[src/sv/percent_decoder_defines.svh]
// Assertion macros shared by the percent decoder RTL.
`ifndef PERCENT_DECODER_DEFINES_SVH
`define PERCENT_DECODER_DEFINES_SVH

// Same-cycle implication, disabled during reset.
`define PCTDEC_ASSERT_NOW(label, clk, rst, ante, cons, msg) \
   label: assert property (@(posedge clk) disable iff (rst) (ante) |-> (cons)) \
      else $error(msg);

// Next-cycle implication, disabled during reset.
`define PCTDEC_ASSERT_NEXT(label, clk, rst, ante, cons, msg) \
   label: assert property (@(posedge clk) disable iff (rst) (ante) |=> (cons)) \
      else $error(msg);

`endif

[src/sv/pctdec_pkg.sv]
package pctdec_pkg;

   localparam logic [7:0] CH_PERCENT = 8'h25;
   localparam logic [7:0] CH_QUERY   = 8'h3F;
   localparam logic [7:0] CH_PLUS    = 8'h2B;
   localparam logic [7:0] CH_SPACE   = 8'h20;

   // Nibble value of a hex digit; values at or above this mark a non-digit.
   localparam logic [4:0] HEX_BASE          = 5'd16;
   localparam logic [4:0] HEX_LETTER_OFFSET = 5'd10;

   typedef enum logic [1:0] {
      PH_IDLE    = 2'd0,
      PH_PERCENT = 2'd1,
      PH_HIGH    = 2'd2
   } phase_type;

   typedef enum logic [1:0] {
      ERR_NONE      = 2'd0,
      ERR_MISSING   = 2'd1,
      ERR_BAD_DIGIT = 2'd2
   } err_type;

   typedef struct packed {
      phase_type   phase;
      logic        query_seen;
      logic [7:0]  held_high_digit;
      logic        discarding;
   } state_type;

   typedef struct packed {
      logic [7:0]  out_byte;
      err_type     error_code;
      logic        string_done;
   } result_type;

   // Returns 0..15 for a hex digit in either case, HEX_BASE otherwise.
   function automatic logic [4:0] hex_value(input logic [7:0] b);
      logic [4:0] v;
      begin
         if (b >= 8'h30 && b <= 8'h39) begin
            v = 5'(b - 8'h30);
         end else if (b >= 8'h41 && b <= 8'h46) begin
            v = 5'(b - 8'h41) + HEX_LETTER_OFFSET;
         end else if (b >= 8'h61 && b <= 8'h66) begin
            v = 5'(b - 8'h61) + HEX_LETTER_OFFSET;
         end else begin
            v = HEX_BASE;
         end
         return v;
      end
   endfunction

endpackage

[src/sv/percent_decoder.sv]
// Channel  Direction  Handshake              Payload
// req      in         req_valid/req_ready    req_in_byte, req_last_byte
// rsp      out        rsp_valid/rsp_ready    rsp_out_byte, rsp_error_code,
//                                            rsp_string_done
// csr      in         csr_valid/csr_ready    csr_plus_as_space
//
// An accepted byte is held in the input register and is decoded from there
// into the result register when it advances, which a stalled result can
// delay. One byte per cycle is sustained while the result side keeps up.
// Reset is synchronous, active high, and clears the string state, the
// plus-as-space mode and both valid flags. A stalled result holds up the
// input register only when that register's byte would produce a result.
`include "percent_decoder_defines.svh"

module percent_decoder import pctdec_pkg::*; (
   input  logic       clock,
   input  logic       reset,
   input  logic       req_valid,
   output logic       req_ready,
   input  logic [7:0] req_in_byte,
   input  logic       req_last_byte,
   output logic       rsp_valid,
   input  logic       rsp_ready,
   output logic [7:0] rsp_out_byte,
   output logic [1:0] rsp_error_code,
   output logic       rsp_string_done,
   input  logic       csr_valid,
   output logic       csr_ready,
   input  logic       csr_plus_as_space
);

   // Configuration: the mode register takes a transfer in any cycle.
   logic plus_as_space_ff;

   assign csr_ready = 1'b1;

   always_ff @(posedge clock) begin
      if (reset) begin
         plus_as_space_ff <= 1'b0;
      end else if (csr_valid && csr_ready) begin
         plus_as_space_ff <= csr_plus_as_space;
      end
   end

   // Input register.
   logic       in_valid_ff;
   logic [7:0] in_byte_ff;
   logic       in_last_ff;

   // String state and the decode step.
   state_type  state_ff;
   state_type  state_in;
   logic       emit;
   result_type result_in;
   logic       advance;

   // Result register.
   logic       out_valid_ff;
   result_type out_ff;

   pctdec_decode u_decode (
      .cur_state     (state_ff),
      .in_byte       (in_byte_ff),
      .last_byte     (in_last_ff),
      .plus_as_space (plus_as_space_ff),
      .nxt_state     (state_in),
      .emit          (emit),
      .result        (result_in)
   );

   // The held byte moves on when it makes no result, or when the result
   // register is empty or being emptied in this cycle.
   assign advance   = in_valid_ff && (!emit || !out_valid_ff || rsp_ready);
   assign req_ready = !in_valid_ff || advance;

   always_ff @(posedge clock) begin
      if (reset) begin
         in_valid_ff <= 1'b0;
      end else if (req_ready) begin
         in_valid_ff <= req_valid;
      end
   end

   always_ff @(posedge clock) begin
      if (req_valid && req_ready) begin
         in_byte_ff <= req_in_byte;
         in_last_ff <= req_last_byte;
      end
   end

   // The string state steps once for every byte that leaves the input
   // register, whether or not that byte makes a result.
   always_ff @(posedge clock) begin
      if (reset) begin
         state_ff <= '{phase: PH_IDLE, query_seen: 1'b0,
                       held_high_digit: 8'd0, discarding: 1'b0};
      end else if (advance) begin
         state_ff <= state_in;
      end
   end

   always_ff @(posedge clock) begin
      if (reset) begin
         out_valid_ff <= 1'b0;
      end else if (advance && emit) begin
         out_valid_ff <= 1'b1;
      end else if (rsp_ready) begin
         out_valid_ff <= 1'b0;
      end
   end

   always_ff @(posedge clock) begin
      if (advance && emit) begin
         out_ff <= result_in;
      end
   end

   assign rsp_valid       = out_valid_ff;
   assign rsp_out_byte    = out_ff.out_byte;
   assign rsp_error_code  = out_ff.error_code;
   assign rsp_string_done = out_ff.string_done;

   // An error result carries a zero byte and always closes the string.
   `PCTDEC_ASSERT_NOW(a_err_result_form, clock, reset,
      rsp_valid && (out_ff.error_code != ERR_NONE),
      (out_ff.out_byte == 8'd0) && out_ff.string_done,
      "error result with nonzero byte or without string_done")

   // Bytes dropped after an error never make a result.
   `PCTDEC_ASSERT_NOW(a_discard_silent, clock, reset,
      in_valid_ff && state_ff.discarding,
      !emit,
      "result produced while discarding")

   // The final byte of a string leaves the state clean for the next one.
   `PCTDEC_ASSERT_NEXT(a_end_clears, clock, reset,
      advance && in_last_ff,
      (state_ff.phase == PH_IDLE) && !state_ff.query_seen && !state_ff.discarding,
      "string state not cleared after final byte")

endmodule

[src/sv/pctdec_decode.sv]
module pctdec_decode import pctdec_pkg::*; (
   input  state_type  cur_state,
   input  logic [7:0] in_byte,
   input  logic       last_byte,
   input  logic       plus_as_space,
   output state_type  nxt_state,
   output logic       emit,
   output result_type result
);

   logic [4:0] hi_val;
   logic [4:0] lo_val;
   logic       query_now;
   logic [7:0] val;
   err_type    err;

   assign hi_val    = hex_value(cur_state.held_high_digit);
   assign lo_val    = hex_value(in_byte);
   assign query_now = cur_state.query_seen || (in_byte == CH_QUERY);

   always_comb begin
      nxt_state = cur_state;
      emit      = 1'b0;
      err       = ERR_NONE;
      val       = 8'd0;

      if (!cur_state.discarding) begin
         unique case (cur_state.phase)
            PH_PERCENT: begin
               nxt_state.held_high_digit = in_byte;
               nxt_state.phase           = PH_HIGH;
               if (last_byte) begin
                  err  = ERR_MISSING;
                  emit = 1'b1;
               end
            end
            PH_HIGH: begin
               nxt_state.phase = PH_IDLE;
               emit            = 1'b1;
               if (hi_val[4] || lo_val[4]) begin
                  err = ERR_BAD_DIGIT;
               end else begin
                  val = {hi_val[3:0], lo_val[3:0]};
               end
            end
            default: begin
               // Idle, and the unreachable fourth phase code.
               nxt_state.phase      = PH_IDLE;
               nxt_state.query_seen = query_now;
               if (query_now && plus_as_space && in_byte == CH_PLUS) begin
                  val  = CH_SPACE;
                  emit = 1'b1;
               end else if (in_byte == CH_PERCENT) begin
                  nxt_state.phase = PH_PERCENT;
                  if (last_byte) begin
                     err  = ERR_MISSING;
                     emit = 1'b1;
                  end
               end else begin
                  val  = in_byte;
                  emit = 1'b1;
               end
            end
         endcase
      end

      if (last_byte) begin
         nxt_state.phase      = PH_IDLE;
         nxt_state.query_seen = 1'b0;
         nxt_state.discarding = 1'b0;
      end else if (err != ERR_NONE) begin
         nxt_state.phase      = PH_IDLE;
         nxt_state.discarding = 1'b1;
      end

      result.out_byte    = (err != ERR_NONE) ? 8'd0 : val;
      result.error_code  = err;
      result.string_done = last_byte || (err != ERR_NONE);
   end

endmodule

[config.mk]
export PLATFORM = sky130hd
export DESIGN_NAME = percent_decoder
export DESIGN_NICKNAME = d
export VERILOG_FILES = /design/src/sv/pctdec_pkg.sv /design/src/sv/percent_decoder.sv /design/src/sv/pctdec_decode.sv
export VERILOG_INCLUDE_DIRS = /design/src /design/src/sv
export SDC_FILE = /design/constraint.sdc
export NUM_CORES = 1
export LEC_CHECK = 0
export ABC_AREA = 1
export BUFFER_PORTS_ARGS = -buffer_cell sky130_fd_sc_hd__buf_4
export CORE_MARGIN = 1
export CORE_UTILIZATION = 64
export CTS_BUF_LIST = sky130_fd_sc_hd__clkbuf_8
export DETAILED_ROUTE_END_ITERATION = 10
export GPL_TIMING_DRIVEN = 0
export MAX_ROUTING_LAYER = met4
export PLACE_DENSITY = 0.88
export RECOVER_POWER = 25
export SLEW_MARGIN = 20
export SYNTH_ARGS = -nofsm -noshare
export SYNTH_HDL_FRONTEND = slang
export SYNTH_SLANG_ARGS = --single-unit
export TNS_END_PERCENT = 30
[constraint.sdc]
create_clock -name clock -period 5.25 [get_ports clock]
set_clock_uncertainty 0.1 [all_clocks]
set_input_delay 0 -clock clock [delete_from_list [all_inputs] [get_ports clock]]
set_output_delay 0 -clock clock [all_outputs]
set_load 0.01 [all_outputs]
==> flow_metrics.env, run 1 <==
export IMPL_area_growth_synth_to_final_pct=21.80
export IMPL_netSwitchingFraction_pct=23.41
export IMPL_design_final_nets=319
export IMPL_hold_end="in_byte_ff[7]"
export IMPL_cts_htree_levels=2
export IMPL_die_span_in_x_um=58.66
export IMPL_worst_ir_drop_vdd_uv=213.3
export IMPL_critical_path_peak_fanout=12
export IMPL_placeableCoreArea_sq_mm=0.003053
export IMPL_synth_fp_nets=271
export IMPL_sequential_cell_area_sq_um=900.9
export IMPL_async_flop_share_pct=0
export IMPL_hp_class="input pin to register"
export IMPL_wl_per_cell_um=12.96
export IMPL_ctsRootBufferMaster="sky130_fd_sc_hd__clkbuf_8"
export IMPL_via_count=1784
export IMPL_hold_path_cell_count=2
export IMPL_max_clock_freq_mhz=411.7
export IMPL_antenna_found_initial=0
export IMPL_total_switching_power_w=0.0001278
export IMPL_antenna_cells_inserted=0
export IMPL_combPwrFrac_pct=11.4
export IMPL_timing_critical_path_arrival_ns=2.27
export IMPL_cts_inserted_buffers=5
export IMPL_first_global_vias=1669
export IMPL_fin_tns_setup_ns=0
export IMPL_p_leak_nw=1.110
export IMPL_share_of_layout_cells_above_drive_strength_1_pct=20.27
export IMPL_drt_iter0_markers=105
export IMPL_r2r_cells=12
export IMPL_grt_setup_unrepaired="false"
export IMPL_crit_type="register to register"
export IMPL_grtUsageTotal_pct=29.87
export IMPL_ioPinCount=29
export IMPL_hold_violations=0
export IMPL_post_route_min_period_ns=2.429
export IMPL_worst_ep_required_time_ns=5.09
export IMPL_clk_pin_slew_ns=0.06
export IMPL_tritoncts_clock_tree="built"
export IMPL_synthesis_instances=247
export IMPL_seq_area_frac_synth_pct=43.85
export IMPL_drcViolationCount=0
export IMPL_power_density_mw_per_mm2=218.1
export IMPL_worst_hold_slack_after_final_layout_ns=0.3485
export IMPL_drt_first_pass_iters=4
export IMPL_grt_max_degree=13
export IMPL_outcome="complete, no violations"
export IMPL_clk_insertion_delay_late_ns=0.29
export IMPL_routed_wl_um=4405
export IMPL_p_clk_share_pct=32.0
export IMPL_timing_critical_path_to_type="register"
export IMPL_place_congestion=0.9342
export IMPL_number_of_synthesized_flops_with_an_enable_pin=20
export IMPL_ctsLongestPathBuffers=2
export IMPL_grt_first_pass_wirelength_um=7320
export IMPL_intPower_w=0.0004181
export IMPL_finalSetupViolCount=0
export IMPL_report_final_slew_viol_count=0
export IMPL_port_buffers=27
export IMPL_ff2ff_setup_slack_ns=2.82
export IMPL_cts_hold_repair_buffers=14
export IMPL_dr_vias_cell=5.247
export IMPL_setup_worst_path_start_class="register"
export IMPL_grt_overflow=0
export IMPL_post_synth_instance_area_sq_mm=0.002054
export IMPL_synth_ff_type="sky130_fd_sc_hd__edfxtp_1"
export IMPL_power_share_sequential_pct=56.6
export IMPL_avgSynthCellArea_sq_um=8.318
export IMPL_worst_r2r_endpoint="rsp_out_byte[0]"
export IMPL_synth_distinct_cells=33
export IMPL_postCtsSetupBuffers=0
export IMPL_core_rowCount=20
export IMPL_critical_path_reg2reg_startpoint="in_byte_ff[1]"
export IMPL_floorplan_die_area_sq_mm=0.003440
export IMPL_fp_dieH_um=58.66
export IMPL_final_min_period_over_clock_period_pct=46.27
export IMPL_worst_hold_startpoint="req_in_byte[7]"
export IMPL_yosysWarningCount=0
export IMPL_numClockSinks=35
export IMPL_drv_cap=0
export IMPL_footprint_of_the_multi_input_gates_sq_mm=0.001006
export IMPL_floorplan_initialDensity_pct=67.30
export IMPL_drt_antenna_violating_nets=0
export IMPL_final_fill_count=205
export IMPL_yosys_register_bits=35
export IMPL_cts_resized=0
export IMPL_place_hpwl_um=3079
placed cells by master, fill, tap and decap left out, types with 6 or more instances in the layout:
| cell | synthesis | routed |
|---|---|---|
| sky130_fd_sc_hd__a21oi_2 | 6 | 6 |
| sky130_fd_sc_hd__buf_4 | 1 | 11 |
| sky130_fd_sc_hd__inv_1 | 25 | 28 |
| sky130_fd_sc_hd__clkbuf_1 | 1 | 9 |
| sky130_fd_sc_hd__a21oi_1 | 8 | 8 |
| sky130_fd_sc_hd__inv_2 | 6 | 6 |
| sky130_fd_sc_hd__nand2_1 | 45 | 45 |
| sky130_fd_sc_hd__dfxtp_1 | 15 | 15 |
| sky130_fd_sc_hd__clkbuf_4 | 0 | 9 |
| sky130_fd_sc_hd__edfxtp_1 | 20 | 20 |
| sky130_fd_sc_hd__o21ai_0 | 7 | 7 |
| sky130_fd_sc_hd__nand3_1 | 22 | 22 |
| sky130_fd_sc_hd__nor2_1 | 35 | 35 |
| sky130_fd_sc_hd__o21ai_1 | 9 | 9 |
| sky130_fd_sc_hd__ha_1 | 9 | 9 |
| sky130_fd_sc_hd__dlygate4sd3_1 | 0 | 14 |
power groups by stage:
stage	Sequential (W)	Clock, W	Combinational, W
finish	0.000309	0.000175	0.0000625
global route	0.000310	0.000186	0.0000682
CTS	0.000309	0.000177	0.0000636
detailed placement	0.000315	0	0.0000548
global placement	0.000314	0	0.0000527
floorplan	0.000315	0	0.0000310
cell usage after synthesis, types with 2 or more instances:
library cell	count	area share [%]
sky130_fd_sc_hd__a21oi_1	8	1.9
sky130_fd_sc_hd__a21oi_2	6	2.6
sky130_fd_sc_hd__dfxtp_1	15	15
sky130_fd_sc_hd__edfxtp_1	20	29
sky130_fd_sc_hd__ha_1	9	5.5
sky130_fd_sc_hd__inv_1	25	4.6
sky130_fd_sc_hd__inv_2	6	1.1
sky130_fd_sc_hd__nand2_1	45	8.2
sky130_fd_sc_hd__nand2_2	2	0.61
sky130_fd_sc_hd__nand2_4	3	1.6
sky130_fd_sc_hd__nand3_1	22	5.4
sky130_fd_sc_hd__nand3_2	3	1.5
sky130_fd_sc_hd__nand4_1	4	1.2
sky130_fd_sc_hd__nor2_1	35	6.4
sky130_fd_sc_hd__nor2_2	4	1.2
sky130_fd_sc_hd__nor2_4	5	2.7
sky130_fd_sc_hd__nor3_1	4	0.97
sky130_fd_sc_hd__o21ai_0	7	1.7
sky130_fd_sc_hd__o21ai_1	9	2.2
sky130_fd_sc_hd__xor2_1	2	0.85
critical path, stage by stage, from the launching register on:
cell	delay (ns)
sky130_fd_sc_hd__edfxtp_1	0.49
sky130_fd_sc_hd__inv_1	0.16
sky130_fd_sc_hd__ha_1	0.22
sky130_fd_sc_hd__nand2_1	0.06
sky130_fd_sc_hd__inv_1	0.05
sky130_fd_sc_hd__nand2_1	0.07
sky130_fd_sc_hd__nor2_4	0.16
sky130_fd_sc_hd__nand3_2	0.10
sky130_fd_sc_hd__nand3_2	0.12
sky130_fd_sc_hd__nand2_4	0.08
sky130_fd_sc_hd__inv_2	0.10
sky130_fd_sc_hd__nand2_1	0.05
sky130_fd_sc_hd__inv_1	0.31
sequential cells by signal, summed over array words and instances, names as in the netlist:
signal	flops
rsp_out_byte	8
rsp_valid	1
in_valid_ff	1
in_last_ff	1
plus_as_space_ff	1
rsp_error_code	2
rsp_string_done	1
state_ff	12
in_byte_ff	8
how the worst max path moves through the flow:
stage | startpoint | endpoint | slack, ns | depth (start not counted)
after global placement | in_byte_ff[1] | rsp_out_byte[6] | 2.90 | 12
after detailed placement | in_byte_ff[1] | rsp_out_byte[6] | 2.89 | 12
after global routing | in_byte_ff[1] | rsp_out_byte[0] | 2.64 | 12
after CTS | in_byte_ff[1] | rsp_out_byte[0] | 2.85 | 12
after floorplan | in_byte_ff[1] | rsp_error_code[0] | 3.16 | 12
final | in_byte_ff[1] | rsp_out_byte[0] | 2.82 | 12
through the flow:
step / std cells / area [sq um] / util, % / worst slack (ns) / total power [W]
after floorplan: 247 / 2054 / - / 3.162 / 0.0003461
after global placement: 318 / 2312 / 75.74 / 2.904 / 0.0003668
after detailed placement: 318 / 2312 / 75.74 / 2.888 / 0.0003694
after CTS: 340 / 2532 / 82.95 / 2.855 / 0.0005492
after global routing: 340 / 2502 / 81.97 / 2.643 / 0.0005636
final: 340 / 2502 / 81.97 / 2.821 / 0.0005459
kinds of logic after synthesis:
logic type                 count (synthesis)  share of synthesized area (%)
and+or+nand+nor                          131                          32.52
buffers and inverters                     36                          7.186
DFF                                       35                          43.85
AOI/OAI and AO/OA                         33                          9.927
adders and majority gates                  9                          5.481
xor gates and xnor gates                   2                         0.8528
other                                      1                         0.1825
area by class of cell:
cell class | count | share of cell area (%)
Multi-Input combinational cell | 176 | 40.20
Sequential cell | 35 | 36.00
Timing Repair Buffer | 41 | 12.50
Inverter | 32 | 4.800
Clock buffer | 5 | 2.750
Tap cell | 44 | 2.200
Buffer | 4 | 1.100
Clock inverter | 3 | 0.4500
metal layers:
layer	track usage [%]	wire length (um)	vias to the layer above
li1	-	-	900
met1	37.46	1880	800
met2	47.78	2177	76
met3	7.473	293	8
met4	9.524	53	0
met5	-	0	-
No activity file was read; power rests on OpenSTA's default activity.
==> inputs of run 2 (changes only) <==
--- a/config.mk
+++ b/config.mk
@@ -9,12 +9,12 @@
 export ABC_AREA = 1
 export BUFFER_PORTS_ARGS = -buffer_cell sky130_fd_sc_hd__buf_4
 export CORE_MARGIN = 1
-export CORE_UTILIZATION = 64
+export CORE_UTILIZATION = 53
 export CTS_BUF_LIST = sky130_fd_sc_hd__clkbuf_8
 export DETAILED_ROUTE_END_ITERATION = 10
 export GPL_TIMING_DRIVEN = 0
 export MAX_ROUTING_LAYER = met4
-export PLACE_DENSITY = 0.88
+export PLACE_DENSITY = 0.78
 export RECOVER_POWER = 25
 export SLEW_MARGIN = 20
 export SYNTH_ARGS = -nofsm -noshare
==> constraint.sdc (replaced) <==
create_clock -name clock -period 2.1 [get_ports clock]
set_clock_uncertainty 0.1 [all_clocks]
set_input_delay 0 -clock clock [delete_from_list [all_inputs] [get_ports clock]]
set_output_delay 0 -clock clock [all_outputs]
set_load 0.01 [all_outputs]
==> flow_metrics.env, run 2 (synthesis gave the netlist of run 1 again) <==
export IMPL_outcome="complete, no violations"
export IMPL_grt_first_pass_wirelength_um=7100
export IMPL_drt_first_pass_iters=4
export IMPL_timing_critical_path_arrival_ns=1.95
export IMPL_number_of_flip_flops_under_the_largest_register_name=12
export IMPL_mostFrequentLayoutCells="42 x sky130_fd_sc_hd__nand2_1, 33 x sky130_fd_sc_hd__nor2_1, 24 x sky130_fd_sc_hd__inv_1, 21 x sky130_fd_sc_hd__nand3_1, 20 x sky130_fd_sc_hd__edfxtp_1"
export IMPL_core_rowCount=22
export IMPL_mostFrequentLayoutCell="sky130_fd_sc_hd__nand2_1"
export IMPL_hp_class="input pin to register"
export IMPL_worst_ep_required_time_ns=2.03
export IMPL_wl_per_cell_um=12.13
export IMPL_hold_path_cell_count=2
export IMPL_drt_iter0_markers=82
export IMPL_hold_violations=0
export IMPL_ioPinCount=29
export IMPL_timing_critical_path_to_type="register"
export IMPL_antenna_found_initial=0
export IMPL_clk_pin_slew_ns=0.07
export IMPL_floorplan_die_area_sq_mm=0.004129
export IMPL_place_hpwl_um=2854
export IMPL_layout_core_utilization_pct=71.34
export IMPL_antenna_cells_inserted=0
export IMPL_floorplan_initialDensity_pct=55.70
export IMPL_worst_hold_slack_after_final_layout_ns=0.3513
export IMPL_via_count=1784
export IMPL_routed_wl_um=4268
export IMPL_drcViolationCount=0
export IMPL_total_power_w=0.001383
export IMPL_r2r_cells=10
export IMPL_tritoncts_clock_tree="built"
export IMPL_worst_r2r_endpoint="rsp_out_byte[3]"
export IMPL_max_flop_register="state_ff"
export IMPL_cts_inserted_buffers=5
export IMPL_setup_worst_path_start_class="register"
export IMPL_hold_end="in_byte_ff[0]"
export IMPL_drv_cap=0
export IMPL_port_buffers=27
export IMPL_share_of_layout_cells_above_drive_strength_1_pct=28.29
export IMPL_place_congestion=0.9048
export IMPL_power_density_mw_per_mm2=525.6
export IMPL_drt_antenna_violating_nets=0
export IMPL_area_growth_synth_to_final_pct=28.08
export IMPL_worst_hold_startpoint="req_in_byte[0]"
export IMPL_grt_max_degree=11
export IMPL_worst_ir_drop_vdd_uv=366.4
export IMPL_design_final_nets=327
export IMPL_dr_vias_cell=5.068
export IMPL_fp_dieH_um=64.26
export IMPL_report_final_slew_viol_count=0
export IMPL_grt_overflow=0
export IMPL_grtUsageTotal_pct=23.09
export IMPL_final_min_period_over_clock_period_pct=96.30
export IMPL_placeableCoreArea_sq_mm=0.003689
export IMPL_ctsRootBufferMaster="sky130_fd_sc_hd__clkbuf_8"
export IMPL_die_span_in_x_um=64.26
export IMPL_first_global_vias=1704
export IMPL_numClockSinks=35
export IMPL_ff2ff_setup_slack_ns=0.08
export IMPL_critical_path_reg2reg_startpoint="in_byte_ff[0]"
export IMPL_max_clock_freq_mhz=494.5
export IMPL_cts_htree_levels=2
export IMPL_ctsLongestPathBuffers=2
export IMPL_post_route_min_period_ns=2.022
export IMPL_critical_path_peak_fanout=8
export IMPL_crit_type="register to register"
export IMPL_finalSetupViolCount=0
export IMPL_clk_insertion_delay_late_ns=0.28
export IMPL_p_leak_nw=1.135
==> run 2: worst max-delay path by stage <==
stage / startpoint / to / slack [ns]
after global placement: in_byte_ff[1] / rsp_out_byte[4] / -0.24
final: in_byte_ff[0] / rsp_out_byte[3] / 0.08
after floorplan: in_byte_ff[1] / rsp_error_code[0] / 0.01
after CTS: in_byte_ff[1] / in_byte_ff[1] / 0.009
after global routing: in_byte_ff[0] / rsp_out_byte[3] / -0.04
after detailed placement: in_byte_ff[1] / rsp_out_byte[4] / -0.30
==> run 2: final cells by class <==
type,instances,area [sq um]
clock buffer,5,68.82
timing repair buffer,47,361.6
clock inverter,3,11.26
inverter,32,128.9
timing repair inverter,2,15.01
tap,48,60.06
multi-input combinational,176,1055
sequential,35,902.1
buffer,4,28.78
fill,301,1057
==> run 2: critical path, cell delays in order, from the launching register on <==
cell and delay [ns]:
sky130_fd_sc_hd__edfxtp_1 0.47, sky130_fd_sc_hd__buf_4 0.18, sky130_fd_sc_hd__ha_2 0.21, sky130_fd_sc_hd__a21oi_2 0.17, sky130_fd_sc_hd__nand3_1 0.10, sky130_fd_sc_hd__o21ai_2 0.09
sky130_fd_sc_hd__nor2_4 0.06, sky130_fd_sc_hd__nand2_4 0.10, sky130_fd_sc_hd__nand2_4 0.08, sky130_fd_sc_hd__nand3_4 0.14, sky130_fd_sc_hd__nor2_2 0.06
==> run 2: per-layer routing <==
layer  GRT usage (%)  vias to the layer above  routed length [um]
li1                -                      919                   -
met1           26.13                      799                1817
met2           38.42                       57                2127
met3           4.286                        9                 224
met4           12.50                        0                  98
met5               -                        -                   0
==> run 2: where the power goes <==
group	internal [W]	switching (W)	total, W
clock	0.000221	0.000220	0.000440
combinational	0.0000820	0.0000912	0.000173
sequential	0.000752	0.0000173	0.000770
total	0.00105	0.000328	0.00138
==> run 2: through the flow <==
step	cell area (sq um)	std cells	setup slack [ns]	TNS (ns)
after global routing	2631	352	-0.03935	-0.1536
final	2631	352	0.07776	0
after CTS	2577	348	0.009235	0
after global placement	2317	322	-0.2410	-4.762
after floorplan	2054	247	0.01231	0
after detailed placement	2317	322	-0.3047	-6.496
==> run 2: timing repair <==
item / in CTS / in global routing
pin swaps: 0 / 5
gates resized for setup: 6 / 17
gates cloned: 1 / 1
buffers inserted: 3 / 3
endpoints found under the setup margin: 37 / 41
hold endpoints to repair: 15 / 0
hold buffers: 14 / 0
==> inputs of run 3 (changes only) <==
--- a/config.mk
+++ b/config.mk
@@ -9,14 +9,14 @@
 export ABC_AREA = 1
 export BUFFER_PORTS_ARGS = -buffer_cell sky130_fd_sc_hd__buf_4
 export CORE_MARGIN = 1
-export CORE_UTILIZATION = 53
+export CORE_UTILIZATION = 59
 export CTS_BUF_LIST = sky130_fd_sc_hd__clkbuf_8
 export DETAILED_ROUTE_END_ITERATION = 10
 export GPL_TIMING_DRIVEN = 0
 export MAX_ROUTING_LAYER = met4
-export PLACE_DENSITY = 0.78
+export PLACE_DENSITY = 0.82
 export RECOVER_POWER = 25
-export SLEW_MARGIN = 20
+export SLEW_MARGIN = 5
 export SYNTH_ARGS = -nofsm -noshare
 export SYNTH_HDL_FRONTEND = slang
 export SYNTH_SLANG_ARGS = --single-unit
==> constraint.sdc (replaced) <==
create_clock -name clock -period 2.15 [get_ports clock]
set_clock_uncertainty 0.1 [all_clocks]
set_input_delay 0 -clock clock [delete_from_list [all_inputs] [get_ports clock]]
set_output_delay 0 -clock clock [all_outputs]
set_load 0.01 [all_outputs]
==> flow_metrics.env, run 3 (synthesis gave the netlist of run 1 again) <==
export IMPL_setup_worst_path_end="in_last_ff"
export IMPL_design_final_nets=325
export IMPL_die_span_in_x_um=61.01
export IMPL_number_of_flip_flops_under_the_largest_register_name=12
export IMPL_cts_inserted_buffers=5
export IMPL_ctsLongestPathBuffers=2
export IMPL_fp_dieH_um=61.01
export IMPL_antenna_cells_inserted=0
export IMPL_floorplan_initialDensity_pct=61.57
export IMPL_final_min_period_over_clock_period_pct=96.39
export IMPL_share_of_layout_cells_above_drive_strength_1_pct=26.49
export IMPL_max_flop_register="state_ff"
export IMPL_intPower_w=0.001031
export IMPL_critical_path_peak_fanout=4
export IMPL_crit_type="register to register"
export IMPL_timing_critical_path_arrival_ns=1.98
export IMPL_numClockSinks=35
export IMPL_final_fill_count=246
export IMPL_power_share_sequential_pct=55.5
export IMPL_worst_hold_slack_after_final_layout_ns=0.3354
export IMPL_crit_path_cell_trace="inv_2, ha_2, nand2_1, inv_1, nand2_1, nor2_4, nand3_2, nand2_1, inv_1, nand3_1, nand2_2, clkinvlp_4"
export IMPL_grt_overflow=0
export IMPL_critical_path_reg2reg_startpoint="in_byte_ff[1]"
export IMPL_placeableCoreArea_sq_mm=0.003337
export IMPL_r2r_cells=12
export IMPL_cp_common_cell="sky130_fd_sc_hd__nand2_1"
export IMPL_via_count=1758
export IMPL_tritoncts_clock_tree="built"
export IMPL_drt_iter0_markers=81
export IMPL_worst_ep_required_time_ns=2.06
export IMPL_hold_violations=0
export IMPL_area_growth_synth_to_final_pct=25.94
export IMPL_drcViolationCount=0
export IMPL_hold_path_cell_count=2
export IMPL_critical_path_max_stage_delay_ns=0.41
export IMPL_port_buffers=27
export IMPL_floorplan_die_area_sq_mm=0.003722
export IMPL_total_switching_power_w=0.0003219
export IMPL_place_hpwl_um=2898
export IMPL_combPwrFrac_pct=12.2
export IMPL_stdcell_area_sq_mm=0.002587
export IMPL_max_clock_freq_mhz=482.5
export IMPL_grtUsageTotal_pct=24.27
export IMPL_wl_per_cell_um=11.98
export IMPL_hp_class="input pin to register"
export IMPL_grt_max_degree=13
export IMPL_antenna_found_initial=0
export IMPL_worst_ir_drop_vdd_uv=396.8
export IMPL_clk_pin_slew_ns=0.07
export IMPL_report_final_slew_viol_count=0
export IMPL_ff2ff_setup_slack_ns=0.08
export IMPL_drv_cap=0
export IMPL_routed_wl_um=4170
export IMPL_cpMaxStageDelayCell="sky130_fd_sc_hd__edfxtp_1"
export IMPL_timing_critical_path_to_type="register"
export IMPL_dr_vias_cell=5.052
export IMPL_clk_insertion_delay_late_ns=0.29
export IMPL_first_global_vias=1498
export IMPL_place_congestion=0.9072
export IMPL_grt_first_pass_wirelength_um=6230
export IMPL_power_density_mw_per_mm2=522.8
export IMPL_mostFrequentLayoutCell="sky130_fd_sc_hd__nand2_1"
export IMPL_outcome="complete, no violations"
export IMPL_ctsRootBufferMaster="sky130_fd_sc_hd__clkbuf_8"
export IMPL_mostFrequentLayoutCells="42 x sky130_fd_sc_hd__nand2_1, 35 x sky130_fd_sc_hd__nor2_1, 24 x sky130_fd_sc_hd__inv_1, 22 x sky130_fd_sc_hd__nand3_1, 20 x sky130_fd_sc_hd__edfxtp_1"
export IMPL_p_clk_share_pct=32.2
export IMPL_worstSetupStartpoint="in_byte_ff[1]"
export IMPL_drt_first_pass_iters=4
export IMPL_setup_worst_path_start_class="register"
export IMPL_cts_htree_levels=2
export IMPL_netSwitchingFraction_pct=23.80
export IMPL_placedInstanceArea_sq_mm=0.002315
export IMPL_post_route_min_period_ns=2.072
export IMPL_drt_antenna_violating_nets=0
export IMPL_finalSetupViolCount=0
export IMPL_core_rowCount=21
export IMPL_worst_r2r_endpoint="in_last_ff"
export IMPL_ioPinCount=29
export IMPL_p_leak_nw=1.133
run 3: critical path: cells and delay by family, from the launching register on:
| family | cells | cell delay [ns] |
|---|---|---|
| simple gates | 7 | 0.74 |
| flops | 1 | 0.41 |
| buf+inv | 4 | 0.34 |
| fa+ha+maj | 1 | 0.21 |
run 3: how the worst min path moves through the flow:
stage,startpoint,endpoint
3_3_place_gp,req_in_byte[2],in_byte_ff[2]
5_1_grt,req_in_byte[1],in_byte_ff[1]
4_1_cts,req_in_byte[1],in_byte_ff[1]
6_report,req_in_byte[1],in_byte_ff[1]
3_5_place_dp,req_in_byte[6],in_byte_ff[6]
2_1_floorplan,reset,in_valid_ff
run 3: through the flow:
step           total power [W]  utilization [%]  setup WS, ns  cells  TNS, ns
2_1_floorplan        0.0008451                -       0.06231    247        0
3_3_place_gp         0.0008959            69.37       -0.1740    320   -3.028
3_5_place_dp         0.0008996            69.37       -0.2300    320   -4.224
4_1_cts               0.001349            76.38     0.0002056    343        0
5_1_grt               0.001406            77.54      -0.05558    348  -0.6996
6_report              0.001353            77.54       0.07754    348        0
run 3: routing by layer:
layer / share of wire, % / global-route usage [%] / routed length (um) / up-vias
li1: - / - / - / 917
met1: 42 / 28.42 / 1757 / 769
met2: 49 / 38.62 / 2045 / 58
met3: 5.9 / 6.723 / 248 / 14
met4: 2.8 / 11.69 / 118 / 0
met5: 0 / - / 0 / -
run 3: final cells by class:
cell class / instances / area (sq um) / share of cell area (%)
plain buffers: 4 / 28.78 / 1.112
clock buffers: 5 / 68.82 / 2.660
clock inverters: 3 / 12.51 / 0.4836
inverters: 32 / 126.4 / 4.884
multi-input cells: 176 / 1023 / 39.56
flip-flops and latches: 35 / 900.9 / 34.82
well taps: 46 / 57.56 / 2.224
repair buffers: 45 / 354.1 / 13.68
repair inverters: 2 / 15.01 / 0.5803
run 3: power groups by stage:
| stage | registers (W) | clock network, W | logic (W) |
|---|---|---|---|
| final | 0.000751 | 0.000436 | 0.000165 |
| after global routing | 0.000754 | 0.000470 | 0.000182 |
| after CTS | 0.000752 | 0.000441 | 0.000157 |
| after detailed placement | 0.000768 | 0 | 0.000132 |
| after global placement | 0.000767 | 0 | 0.000129 |
| after floorplan | 0.000769 | 0 | 0.0000758 |
run 3: timing repair:
item	4_1_cts	5_1_grt
endpoints found under the setup margin	34	39
hold endpoints to repair	15	0
resized for setup	3	9
gates cloned	0	2
setup buffers	1	3
hold buffers	14	0
